[src/hdl/sgr_pkg.sv]
// shared constants and types for the stream group reverser
`timescale 1ns / 1ps
package sgr_pkg;

    localparam int MAX_GROUP_DEF    = 16;
    localparam int VALUE_WIDTH_DEF  = 32;
    localparam int CFG_WIDTH        = 5;
    localparam logic [CFG_WIDTH-1:0] GROUP_SIZE_RST = CFG_WIDTH'(2);

    typedef enum logic [1:0] {
        ST_IDLE  = 2'b01,
        ST_DRAIN = 2'b10
    } t_state;

endpackage

[src/hdl/sgr_if.sv]
// stream channel interfaces for input and result words
`timescale 1ns / 1ps
interface sgr_in_if #(
    parameter int VALUE_WIDTH = sgr_pkg::VALUE_WIDTH_DEF
);
    logic                          valid;
    logic                          ready;
    logic signed [VALUE_WIDTH-1:0] item_value;
    logic                          list_end;

    modport source (output valid, output item_value, output list_end, input ready);
    modport sink   (input valid, input item_value, input list_end, output ready);
endinterface

interface sgr_out_if #(
    parameter int VALUE_WIDTH = sgr_pkg::VALUE_WIDTH_DEF
);
    logic                          valid;
    logic                          ready;
    logic signed [VALUE_WIDTH-1:0] out_value;
    logic                          run_last;
    logic                          out_list_end;

    modport source (output valid, output out_value, output run_last, output out_list_end,
                    input ready);
    modport sink   (input valid, input out_value, input run_last, input out_list_end,
                    output ready);
endinterface

[src/hdl/stream_group_reverser.sv]
// top level: reverses a word stream in groups of the configured size; a short group closed by list_end passes in order
//
//   channel   dir   protocol      payload
//   i_in      in    valid/ready   item_value, list_end
//   o_out     out   valid/ready   out_value, run_last, out_list_end
//   i_cfg_*   in    write enable  group_size
//
// an input word that completes no group is only stored, and input stays ready
// a word that releases n buffered words holds off input while the n words drain:
// the group buffer has one read port, drained one entry per cycle while the output queue has room
// a read passes through the read data register, then the output register; a stalled sink stops the drain
// reset clears the fill count, the drain state and sets group size to 2
`timescale 1ns / 1ps
module stream_group_reverser #(
    parameter int MAX_GROUP   = sgr_pkg::MAX_GROUP_DEF,
    parameter int VALUE_WIDTH = sgr_pkg::VALUE_WIDTH_DEF
) (
    input  logic                          i_clk,
    input  logic                          i_rst_n,
    input  logic                          i_cfg_wr_en,
    input  logic [sgr_pkg::CFG_WIDTH-1:0] i_cfg_wr_data,
    sgr_in_if.sink                        i_in,
    sgr_out_if.source                     o_out
);

    localparam int CW = $clog2(MAX_GROUP + 1);
    localparam int IW = (MAX_GROUP > 1) ? $clog2(MAX_GROUP) : 1;
    localparam int KW = (CW > sgr_pkg::CFG_WIDTH) ? CW : sgr_pkg::CFG_WIDTH;

    sgr_pkg::t_state r_state;

    logic [sgr_pkg::CFG_WIDTH-1:0] r_group_size;
    logic [CW-1:0]                 r_fill;
    logic [VALUE_WIDTH-1:0]        r_mem [MAX_GROUP];

    logic [IW-1:0] r_rd_idx;
    logic [CW-1:0] r_left;
    logic          r_rev;
    logic          r_end;

    logic                   r_rd_pend;
    logic                   r_rd_last;
    logic                   r_rd_end;
    logic [VALUE_WIDTH-1:0] r_rd_data;

    logic                   r_out_vld;
    logic [VALUE_WIDTH-1:0] r_out_value;
    logic                   r_out_last;
    logic                   r_out_end;
    logic                   r_skid_vld;
    logic [VALUE_WIDTH-1:0] r_skid_value;
    logic                   r_skid_last;
    logic                   r_skid_end;

    logic          in_acc;
    logic          pop;
    logic          issue;
    logic [KW-1:0] cfg_ext;
    logic [KW-1:0] eff_k;
    logic [CW-1:0] fill_inc;
    logic          full_grp;
    logic          emit;
    logic [1:0]    occ;

    assign in_acc   = i_in.valid && i_in.ready;
    assign pop      = r_out_vld && o_out.ready;
    assign fill_inc = r_fill + CW'(1);

    // zero acts as one, oversize saturates
    always_comb begin
        cfg_ext = KW'(r_group_size);
        if (cfg_ext == '0) begin
            eff_k = KW'(1);
        end else if (cfg_ext > KW'(MAX_GROUP)) begin
            eff_k = KW'(MAX_GROUP);
        end else begin
            eff_k = cfg_ext;
        end
    end

    assign full_grp = KW'(fill_inc) >= eff_k;
    assign emit     = full_grp || i_in.list_end;

    // words held or on their way: read in flight, output and skid registers
    assign occ   = 2'((r_out_vld && !pop) ? 1 : 0) + 2'(r_skid_vld) + 2'(r_rd_pend);
    assign issue = (r_state == sgr_pkg::ST_DRAIN) && (occ < 2'd2);

    assign i_in.ready         = (r_state == sgr_pkg::ST_IDLE);
    assign o_out.valid        = r_out_vld;
    assign o_out.out_value    = r_out_value;
    assign o_out.run_last     = r_out_last;
    assign o_out.out_list_end = r_out_end;

    always_ff @(posedge i_clk) begin
        if (!i_rst_n) begin
            r_group_size <= sgr_pkg::GROUP_SIZE_RST;
        end else if (i_cfg_wr_en) begin
            r_group_size <= i_cfg_wr_data;
        end
    end

    // group buffer: one write port, one registered read port
    always_ff @(posedge i_clk) begin
        if (in_acc) begin
            r_mem[IW'(r_fill)] <= i_in.item_value;
        end
        if (issue) begin
            r_rd_data <= r_mem[r_rd_idx];
        end
    end

    always_ff @(posedge i_clk) begin
        if (!i_rst_n) begin
            r_state   <= sgr_pkg::ST_IDLE;
            r_fill    <= '0;
            r_rd_pend <= 1'b0;
        end else begin
            r_rd_pend <= issue;
            case (r_state)
                sgr_pkg::ST_IDLE: begin
                    if (in_acc) begin
                        if (emit) begin
                            r_state <= sgr_pkg::ST_DRAIN;
                            r_fill  <= '0;
                        end else begin
                            r_fill <= fill_inc;
                        end
                    end
                end
                sgr_pkg::ST_DRAIN: begin
                    if (issue && r_left == CW'(1)) begin
                        r_state <= sgr_pkg::ST_IDLE;
                    end
                end
                default: begin
                    r_state <= sgr_pkg::ST_IDLE;
                end
            endcase
        end
    end

    // drain sequencer
    always_ff @(posedge i_clk) begin
        if (in_acc && emit) begin
            r_left <= fill_inc;
            r_rev  <= full_grp;
            r_end  <= i_in.list_end;
            if (full_grp) begin
                r_rd_idx <= IW'(r_fill);
            end else begin
                r_rd_idx <= '0;
            end
        end else if (issue) begin
            r_left <= r_left - CW'(1);
            if (r_rev) begin
                r_rd_idx <= r_rd_idx - IW'(1);
            end else begin
                r_rd_idx <= r_rd_idx + IW'(1);
            end
        end
        if (issue) begin
            r_rd_last <= (r_left == CW'(1));
            r_rd_end  <= (r_left == CW'(1)) && r_end;
        end
    end

    // two-word output queue: output register in front, skid behind
    always_ff @(posedge i_clk) begin
        if (!i_rst_n) begin
            r_out_vld  <= 1'b0;
            r_skid_vld <= 1'b0;
        end else begin
            if (!r_out_vld || pop) begin
                if (r_skid_vld) begin
                    r_out_vld    <= 1'b1;
                    r_out_value  <= r_skid_value;
                    r_out_last   <= r_skid_last;
                    r_out_end    <= r_skid_end;
                    r_skid_vld   <= r_rd_pend;
                    r_skid_value <= r_rd_data;
                    r_skid_last  <= r_rd_last;
                    r_skid_end   <= r_rd_end;
                end else begin
                    r_out_vld   <= r_rd_pend;
                    r_out_value <= r_rd_data;
                    r_out_last  <= r_rd_last;
                    r_out_end   <= r_rd_end;
                end
            end else if (r_rd_pend) begin
                r_skid_vld   <= 1'b1;
                r_skid_value <= r_rd_data;
                r_skid_last  <= r_rd_last;
                r_skid_end   <= r_rd_end;
            end
        end
    end

    a_queue_depth: assert property (@(posedge i_clk) disable iff (!i_rst_n)
        !(r_rd_pend && r_skid_vld && r_out_vld && !pop))
        else $error("output queue overflow");

    a_skid_order: assert property (@(posedge i_clk) disable iff (!i_rst_n)
        r_skid_vld |-> r_out_vld)
        else $error("skid holds a word while output register is empty");

    a_fill_range: assert property (@(posedge i_clk) disable iff (!i_rst_n)
        r_fill < CW'(MAX_GROUP))
        else $error("fill count reached buffer depth");

    a_drain_start: assert property (@(posedge i_clk) disable iff (!i_rst_n)
        (in_acc && emit) |=> (r_state == sgr_pkg::ST_DRAIN && r_left != '0 && r_fill == '0))
        else $error("group release did not start a drain");

    a_last_marks: assert property (@(posedge i_clk) disable iff (!i_rst_n)
        (r_out_vld && r_out_end) |-> r_out_last)
        else $error("list end without run end");

endmodule
[src/flat_wrapper.sv]
// flat-port wrapper written by rule: the top's interface ports become plain ports
module stream_group_reverser_flat 
#(
    parameter int MAX_GROUP   = sgr_pkg::MAX_GROUP_DEF,
    parameter int VALUE_WIDTH = sgr_pkg::VALUE_WIDTH_DEF
)
  (i_clk, i_rst_n, i_cfg_wr_en, i_cfg_wr_data, i_in_valid, i_in_item_value, i_in_list_end, i_in_ready, o_out_valid, o_out_out_value, o_out_run_last, o_out_out_list_end, o_out_ready);
  sgr_in_if #(.VALUE_WIDTH(VALUE_WIDTH)) i_in_i ();
  sgr_out_if #(.VALUE_WIDTH(VALUE_WIDTH)) o_out_i ();
  input  logic i_clk;
  input  logic i_rst_n;
  input  logic i_cfg_wr_en;
  input  logic [sgr_pkg::CFG_WIDTH-1:0] i_cfg_wr_data;
  input wire logic [$bits(i_in_i.valid)-1:0] i_in_valid;
  input wire logic [$bits(i_in_i.item_value)-1:0] i_in_item_value;
  input wire logic [$bits(i_in_i.list_end)-1:0] i_in_list_end;
  output wire logic [$bits(i_in_i.ready)-1:0] i_in_ready;
  output wire logic [$bits(o_out_i.valid)-1:0] o_out_valid;
  output wire logic [$bits(o_out_i.out_value)-1:0] o_out_out_value;
  output wire logic [$bits(o_out_i.run_last)-1:0] o_out_run_last;
  output wire logic [$bits(o_out_i.out_list_end)-1:0] o_out_out_list_end;
  input wire logic [$bits(o_out_i.ready)-1:0] o_out_ready;
  assign i_in_i.valid = i_in_valid;
  assign i_in_i.item_value = i_in_item_value;
  assign i_in_i.list_end = i_in_list_end;
  assign i_in_ready = i_in_i.ready;
  assign o_out_valid = o_out_i.valid;
  assign o_out_out_value = o_out_i.out_value;
  assign o_out_run_last = o_out_i.run_last;
  assign o_out_out_list_end = o_out_i.out_list_end;
  assign o_out_i.ready = o_out_ready;
  stream_group_reverser #(.MAX_GROUP(MAX_GROUP), .VALUE_WIDTH(VALUE_WIDTH)) u_core (.i_clk(i_clk), .i_rst_n(i_rst_n), .i_cfg_wr_en(i_cfg_wr_en), .i_cfg_wr_data(i_cfg_wr_data), .i_in(i_in_i), .o_out(o_out_i));
endmodule
[config.mk]
export PLATFORM = sky130hd
export DESIGN_NAME = stream_group_reverser_flat
export DESIGN_NICKNAME = d
export VERILOG_FILES = /design/src/hdl/sgr_pkg.sv /design/src/hdl/sgr_if.sv /design/src/hdl/stream_group_reverser.sv /design/src/flat_wrapper.sv
export SDC_FILE = /design/constraint.sdc
export NUM_CORES = 1
export LEC_CHECK = 0
export BUFFER_PORTS_ARGS = -buffer_cell sky130_fd_sc_hd__buf_2
export CAP_MARGIN = 5
export CORE_ASPECT_RATIO = 1.75
export CORE_UTILIZATION = 50
export DETAILED_ROUTE_END_ITERATION = 12
export PLACE_DENSITY_LB_ADDON = 0.25
export SLEW_MARGIN = 15
export SYNTH_ARGS = -nofsm -noshare
export SYNTH_HDL_FRONTEND = slang
export SYNTH_SLANG_ARGS = --single-unit
[constraint.sdc]
create_clock -name i_clk -period 4.1 [get_ports i_clk]
set_input_delay 0.615 -clock i_clk [delete_from_list [all_inputs] [get_ports i_clk]]
set_output_delay 0.615 -clock i_clk [all_outputs]
set_load 0.01 [all_outputs]
==> impl_metrics.yaml, run 1 <==
clocking:
  clock_latency_ns: 0.59
  hold_buffers: 0
  cts_resized: 0
  clkSlewWorstSetupHoldPaths_ns: 0.07
  htreeDepth: 2
  cts_tree: "built"
  cts_buffers: 52
  cts_root_buf: "clkbuf_16"
  cts_buffer_depth: 3
  postCtsSetupBuffers: 0
  clock_sinks: 640
worst_setup_path:
  crit_end: "u_core.r_rd_idx[3]"
  cp_common_cell: "ha_1"
  cp.required_ns: 4.42
  crit_chain: "ha_1 > nand3_1 > xnor2_1 > ha_1 > a21o_1 > o21ai_0 > o31ai_4 > or2_2"
  startpoint: "u_core.r_fill[0]"
  cp_num_cells: 8
  slowest_delay_ns: 0.48
  crit_buf_inv: 0
  worstSetupEndpointType: "flip-flop"
  criticalPathCategory: "reg -> reg"
  critPathTopFamily: "compound AO/OA/AOI/OAI gates"
  crit_fanout: 16
  cp_slowest_cell: "dfxtp_1"
  start_kind: "flip-flop"
  timing.rr.start: "u_core.r_fill[0]"
  reg2regPathDepth: 8
  r2r-end: "u_core.r_rd_idx[3]"
  r2r_slack_ns: 1.15
  arrival_ns: 3.27
timing:
  period_needed_ns: 2.95
  setup_viol: 0
  report.final.hold_viol_count: 0
  timing.final.max_slew_violations: 0
  achievable-frequency_mhz: 339
  rsz0062_at_grt: "no"
  fin_tns_setup_ns: 0
  slew_headroom_pct: 26.2
  timing.hold.ws_ns: 0.263
  clock_skew_ns: 0.0106
  tightestPinTransition_ns: 1.10
  fin_crit_sh_pct: 72.0
drt:
  vias: 11000
  dr.pass1.iters: 5
  first_iter_violations: 931
  drc: 0
  wl_um: 47500
  final_antenna_net_count: 0
  avgViaCountPerCell: 5.95
  wl_per_cell_um: 25.7
final_layout:
  stdcell_count: 1846
  fin_nets: 1272
  insertedDiodeCount: 0
  layout-drive-gt1-share_pct: 29.6
  syn_to_final_growth_pct: 12.3
  final_common_cell: "edfxtp_1"
  mostFrequentLayoutCells: "edfxtp_1 (625), mux4_2 (128), buf_2 (78)"
pwr:
  powerDensity_mw_per_mm2: 503
  p_leak_nw: 8.75
  ir_worst_vdd_v: 0.000303
global_route:
  grt_pass1_wl_um: 72200
  track_usage_pct: 20.0
  first_global_vias: 11700
  antenna_found_initial: 1
  grt_overflow_total: 0
  grt_max_degree: 62
floorplan:
  die_y_um: 293
  dieArea_mm2: 0.0494
  die_w_um: 168
  start_util_pct: 50.7
  boundaryPins: 79
  core_area_mm2: 0.0477
  rows: 106
yosys:
  avgSynthCellArea_um2: 22.0
  netlist_area_mm2: 0.0242
  synthCells: 1099
  yosysTopAreaCell: "edfxtp_1"
  ys_ff_latch: 640
  synth_top_area_share_pct: 77.5
  ys_top_cells_by_area: "edfxtp_1 (78%), mux4_2 (12%), a22oi_1 (2.0%)"
  yosysSeqAreaShare_pct: 78.7
  synth.distinct_cells: 41
  ys_warn_count: 0
  synth_fp_nets: 1158
min_path:
  worstHoldPathType: "in -> reg"
  hold_depth: 3
placement:
  dp_cells: 1753
  post-dp-hpwl_um: 28300
  numPortBuffers: 78
  place.gp.congestion: 0.805
outcome:
  status: "finished clean"
run:
  drv_cap: 0
==> metrics by stage <==
step | setup slack [ns] | cell area [um^2] | utilization [%] | total power [mW]
2_1_floorplan | 0.376 | 24200 | - | 8.51
3_3_place_gp | 1.22 | 25600 | 53.5 | 8.99
3_5_place_dp | 1.15 | 25600 | 53.5 | 9.01
4_1_cts | 1.14 | 27200 | 56.9 | 13.8
5_1_grt | 0.947 | 27200 | 56.9 | 14.1
6_report | 1.15 | 27200 | 56.9 | 13.7
==> power by group <==
| group | total [mW] | internal (mW) | switching (mW) |
|---|---|---|---|
| logic | 1.44 | 0.622 | 0.819 |
| clock network | 4.84 | 2.67 | 2.18 |
| registers | 7.40 | 7.33 | 0.0699 |
| total | 13.7 | 10.6 | 3.07 |
==> layer usage <==
layer | vias to the layer above | GRT usage, % | share of wire [%]
li1 | 4782 | - | -
met1 | 5820 | 24.9 | 39
met2 | 300 | 35.9 | 54
met3 | 81 | 2.99 | 4.4
met4 | 2 | 6.14 | 2.5
met5 | - | 0 | 0.019
==> cell usage after synthesis, drive strengths merged <==
cell type,number
edfxtp,625
mux4,128
a22oi,64
nand2,47
mux2,37
clkbuf,32
buf,22
nor2,19
dfxtp,15
ha,15
inv,12
nor2b,12
mux2i,8
nor3,7
xnor2,7
nand3,5
a21oi,4
o21ai,4
o22ai,4
o31ai,4
xor2,4
and2,3
a21o,2
nand2b,2
nor3b,2
o211ai,2
o21a,2
o31a,2
a2111oi,1
a21boi,1
a31o,1
and3b,1
fa,1
nand3b,1
nand4b,1
nor4b,1
or2,1
==> worst reg2reg max path, cell delays in order (launching register included) <==
cell     delay, ns
dfxtp_1       0.48
ha_1          0.31
nand3_1       0.12
xnor2_1       0.24
ha_1          0.31
a21o_1        0.19
o21ai_0       0.30
o31ai_4       0.26
or2_2         0.46
==> state kept, by name (all words and copies together), names as in the netlist, 2 cells and up <==
name	cells
u_core.r_skid_value	32
u_core.r_rd_idx	4
u_core.r_state	2
u_core.r_fill	5
u_core.r_mem	512
u_core.o_out.out_value	32
u_core.r_rd_data	32
u_core.r_left	5
u_core.cfg_ext	5
==> logic make-up (layout without fill, tap and decap cells) <==
kind of cell	count (synthesis)	after routing	synth area share, %
buf+inv	66	219	1.31
xor+xnor	11	11	0.398
mux	173	173	14.0
fa+ha+maj	16	16	0.858
simple gates	102	102	1.94
flops	640	640	78.7
compound gates	91	91	2.80
==> layout make-up <==
| type | count | area [um^2] |
|---|---|---|
| timing repair buffer | 114 | 711 |
| multi-input combinational | 393 | 4990 |
| inverter | 12 | 45.0 |
| clock buffer | 71 | 1420 |
| tap | 594 | 743 |
| sequential | 640 | 19100 |
| clock inverter | 22 | 213 |
| fill | 3489 | 20600 |
==> worst min-delay path by stage <==
stage / startpoint / end
2_1_floorplan: u_core.r_rd_end / u_core.r_skid_end
3_3_place_gp: u_core.r_rd_data[13] / u_core.r_skid_value[13]
3_5_place_dp: u_core.r_rd_data[15] / u_core.r_skid_value[15]
4_1_cts: i_cfg_wr_data[1] / u_core.cfg_ext[1]
5_1_grt: i_cfg_wr_data[1] / u_core.cfg_ext[1]
6_report: i_cfg_wr_data[1] / u_core.cfg_ext[1]
Note: power is estimated with default switching activity, not from simulation.
==> run 2, diff against run 1 <==
clock period = 2.9 ns   (was 4.1 ns; I/O delays follow)
==> impl_metrics.yaml, run 2 (synthesis results as in run 1) <==
final_layout:
  register_area_mm2: 0.0191
  largest-register: "u_core.r_mem"
  layout-drive-gt1-share_pct: 31.5
  largest_reg_flops: 512
  mostFrequentLayoutCells: "edfxtp_1 (625), mux4_2 (128), buf_2 (78)"
  syn_to_final_growth_pct: 14.8
  utilization_pct: 58.2
  stdcell_area_mm2: 0.0278
  final_common_cell: "edfxtp_1"
  fin_nets: 1284
  multi_input_area_mm2: 0.00501
  fillers: 3430
worst_setup_path:
  cp_slowest_cell: "dfxtp_1"
  r2r_slack_ns: 0.19
  critPathTopFamily: "adder cells"
  arrival_ns: 3.03
  reg2regPathDepth: 8
  crit_chain: "ha_1 > nand3_1 > xnor2_1 > ha_1 > a21o_1 > o21ai_1 > o31ai_4 > or2_2"
  crit_buf_inv: 0
  criticalPathCategory: "reg -> reg"
  timing.rr.start: "u_core.r_fill[0]"
  slowest_delay_ns: 0.48
  crit_fanout: 9
  worstSetupEndpointType: "flip-flop"
  cp_common_cell: "ha_1"
  r2r-end: "u_core.r_rd_idx[2]"
  cp.required_ns: 3.22
  start_kind: "flip-flop"
clocking:
  cts_buffers: 54
  htreeDepth: 2
  cts_root_buf: "clkbuf_16"
  clock_sinks: 640
  clkSlewWorstSetupHoldPaths_ns: 0.06
  cts_buffer_depth: 3
  cts_tree: "built"
  clock_latency_ns: 0.59
  hold_buffers: 0
timing:
  fin_crit_sh_pct: 93.4
  report.final.hold_viol_count: 0
  achievable-frequency_mhz: 369
  period_needed_ns: 2.71
  clock_skew_ns: 0.0226
  setup_viol: 0
  setup_ws_ns: 0.190
  timing.final.max_slew_violations: 0
  slew_headroom_pct: 57.5
  tightestPinTransition_ns: 0.629
  fin_tns_setup_ns: 0
  rsz0062_at_grt: "no"
global_route:
  grt_max_degree: 47
  first_global_vias: 11900
  grt_pass1_wl_um: 74900
  track_usage_pct: 21.0
  grt_overflow_total: 0
  antenna_found_initial: 2
min_path:
  min_from: "i_cfg_wr_data[1]"
  min_to: "u_core.cfg_ext[1]"
  worstHoldPathType: "in -> reg"
  hold_depth: 3
placement:
  place_area_mm2: 0.0258
  place.gp.congestion: 0.769
  numPortBuffers: 78
  post-dp-hpwl_um: 27200
  dpl_worst_slack_ns: 0.0946
floorplan:
  die_w_um: 168
  rows: 106
  boundaryPins: 79
  dieArea_mm2: 0.0494
  die_y_um: 293
  start_util_pct: 50.7
  core_area_mm2: 0.0477
drt:
  first_iter_violations: 753
  dr.pass1.iters: 5
  final_antenna_net_count: 0
  avgViaCountPerCell: 6.01
  vias: 11200
  wl_um: 50000
  wl_per_cell_um: 26.8
  drc: 0
pwr:
  p_total_mw: 20.4
  p_int_mw: 15.9
  clockPowerShare_pct: 38.5
  powerDensity_mw_per_mm2: 733
  power_frac_comb_pct: 10.2
  switching_share_pct: 21.9
  power.share.sequential_pct: 51.3
  p_leak_nw: 8.98
  power_switching_mw: 4.46
  ir_worst_vdd_v: 0.000431
run:
  drv_cap: 0
outcome:
  status: "finished clean"
## run 2: cell types whose count changed in the layout (fill, tap and decap cells not counted), moves of 2 or more
| cell | delta |
|---|---|
| diode_2 | +3 |
| clkbuf_1 | -13 |
| nor3_2 | -4 |
| bufinv_16 | +9 |
| buf_4 | -5 |
| buf_12 | +15 |
| clkinv_2 | +5 |
| clkinvlp_4 | +2 |
| nor3_4 | +4 |
| inv_6 | +2 |
## run 2: how the worst max path moves through the flow
| stage | startpoint | end | slack, ns | cells past startpoint |
|---|---|---|---|---|
| 2_1_floorplan | o_out_ready | u_core.r_skid_end | 0.07 | 3 |
| 3_3_place_gp | u_core.r_fill[0] | u_core.r_rd_idx[2] | 0.16 | 8 |
| 3_5_place_dp | u_core.r_fill[0] | u_core.r_rd_idx[1] | 0.09 | 8 |
| 4_1_cts | u_core.r_fill[0] | u_core.r_rd_idx[1] | 0.09 | 8 |
| 5_1_grt | u_core.r_fill[0] | u_core.r_rd_idx[0] | 0.02 | 8 |
| 6_report | u_core.r_fill[0] | u_core.r_rd_idx[2] | 0.19 | 8 |
## run 2: power by group through the flow
stage          clock (mW)  combinational [mW]  sequential, mW
2_1_floorplan           0                1.41            10.6
3_3_place_gp            0                2.08            10.6
3_5_place_dp            0                2.11            10.6
4_1_cts              7.99                2.11            10.4
5_1_grt              8.30                2.24            10.4
6_report             7.85                2.07            10.4
## run 2: timing repair
action                     in CTS  in global routing
buffers inserted                0                  0
resized for setup               0                  1
setup endpoints to repair       0                 10
## run 2: worst reg2reg max path, stage by stage, from the launching register on
cell	delay [ns]
dfxtp_1	0.48
ha_1	0.31
nand3_1	0.12
xnor2_1	0.24
ha_1	0.32
a21o_1	0.19
o21ai_1	0.20
o31ai_4	0.16
or2_2	0.43
## run 2: final cells by class
class                   count  share of cell area, %
clock inverters            40                   1.96
diodes                      3                 0.0270
flip-flops and latches    640                   68.6
well taps                 594                   2.67
repair buffers            124                   3.50
multi-input cells         393                   18.0
inverters                  12                  0.162
clock buffers              59                   5.01
## run 2: per-layer routing
layer	global-route usage, %	vias up	part of all wire, %
met3	2.88	114	4.6
met4	8.85	2	4.0
met5	0	-	0.026
met1	25.8	5930	38
met2	37.2	334	53
li1	-	4825	-
## run 2: stage by stage
step                std cells  hold slack, ns
floorplan                1099           0.422
global placement         1763           0.431
detailed placement       1763           0.432
CTS                      1862          0.0521
global route             1863          0.0847
finish                   1865          0.0705
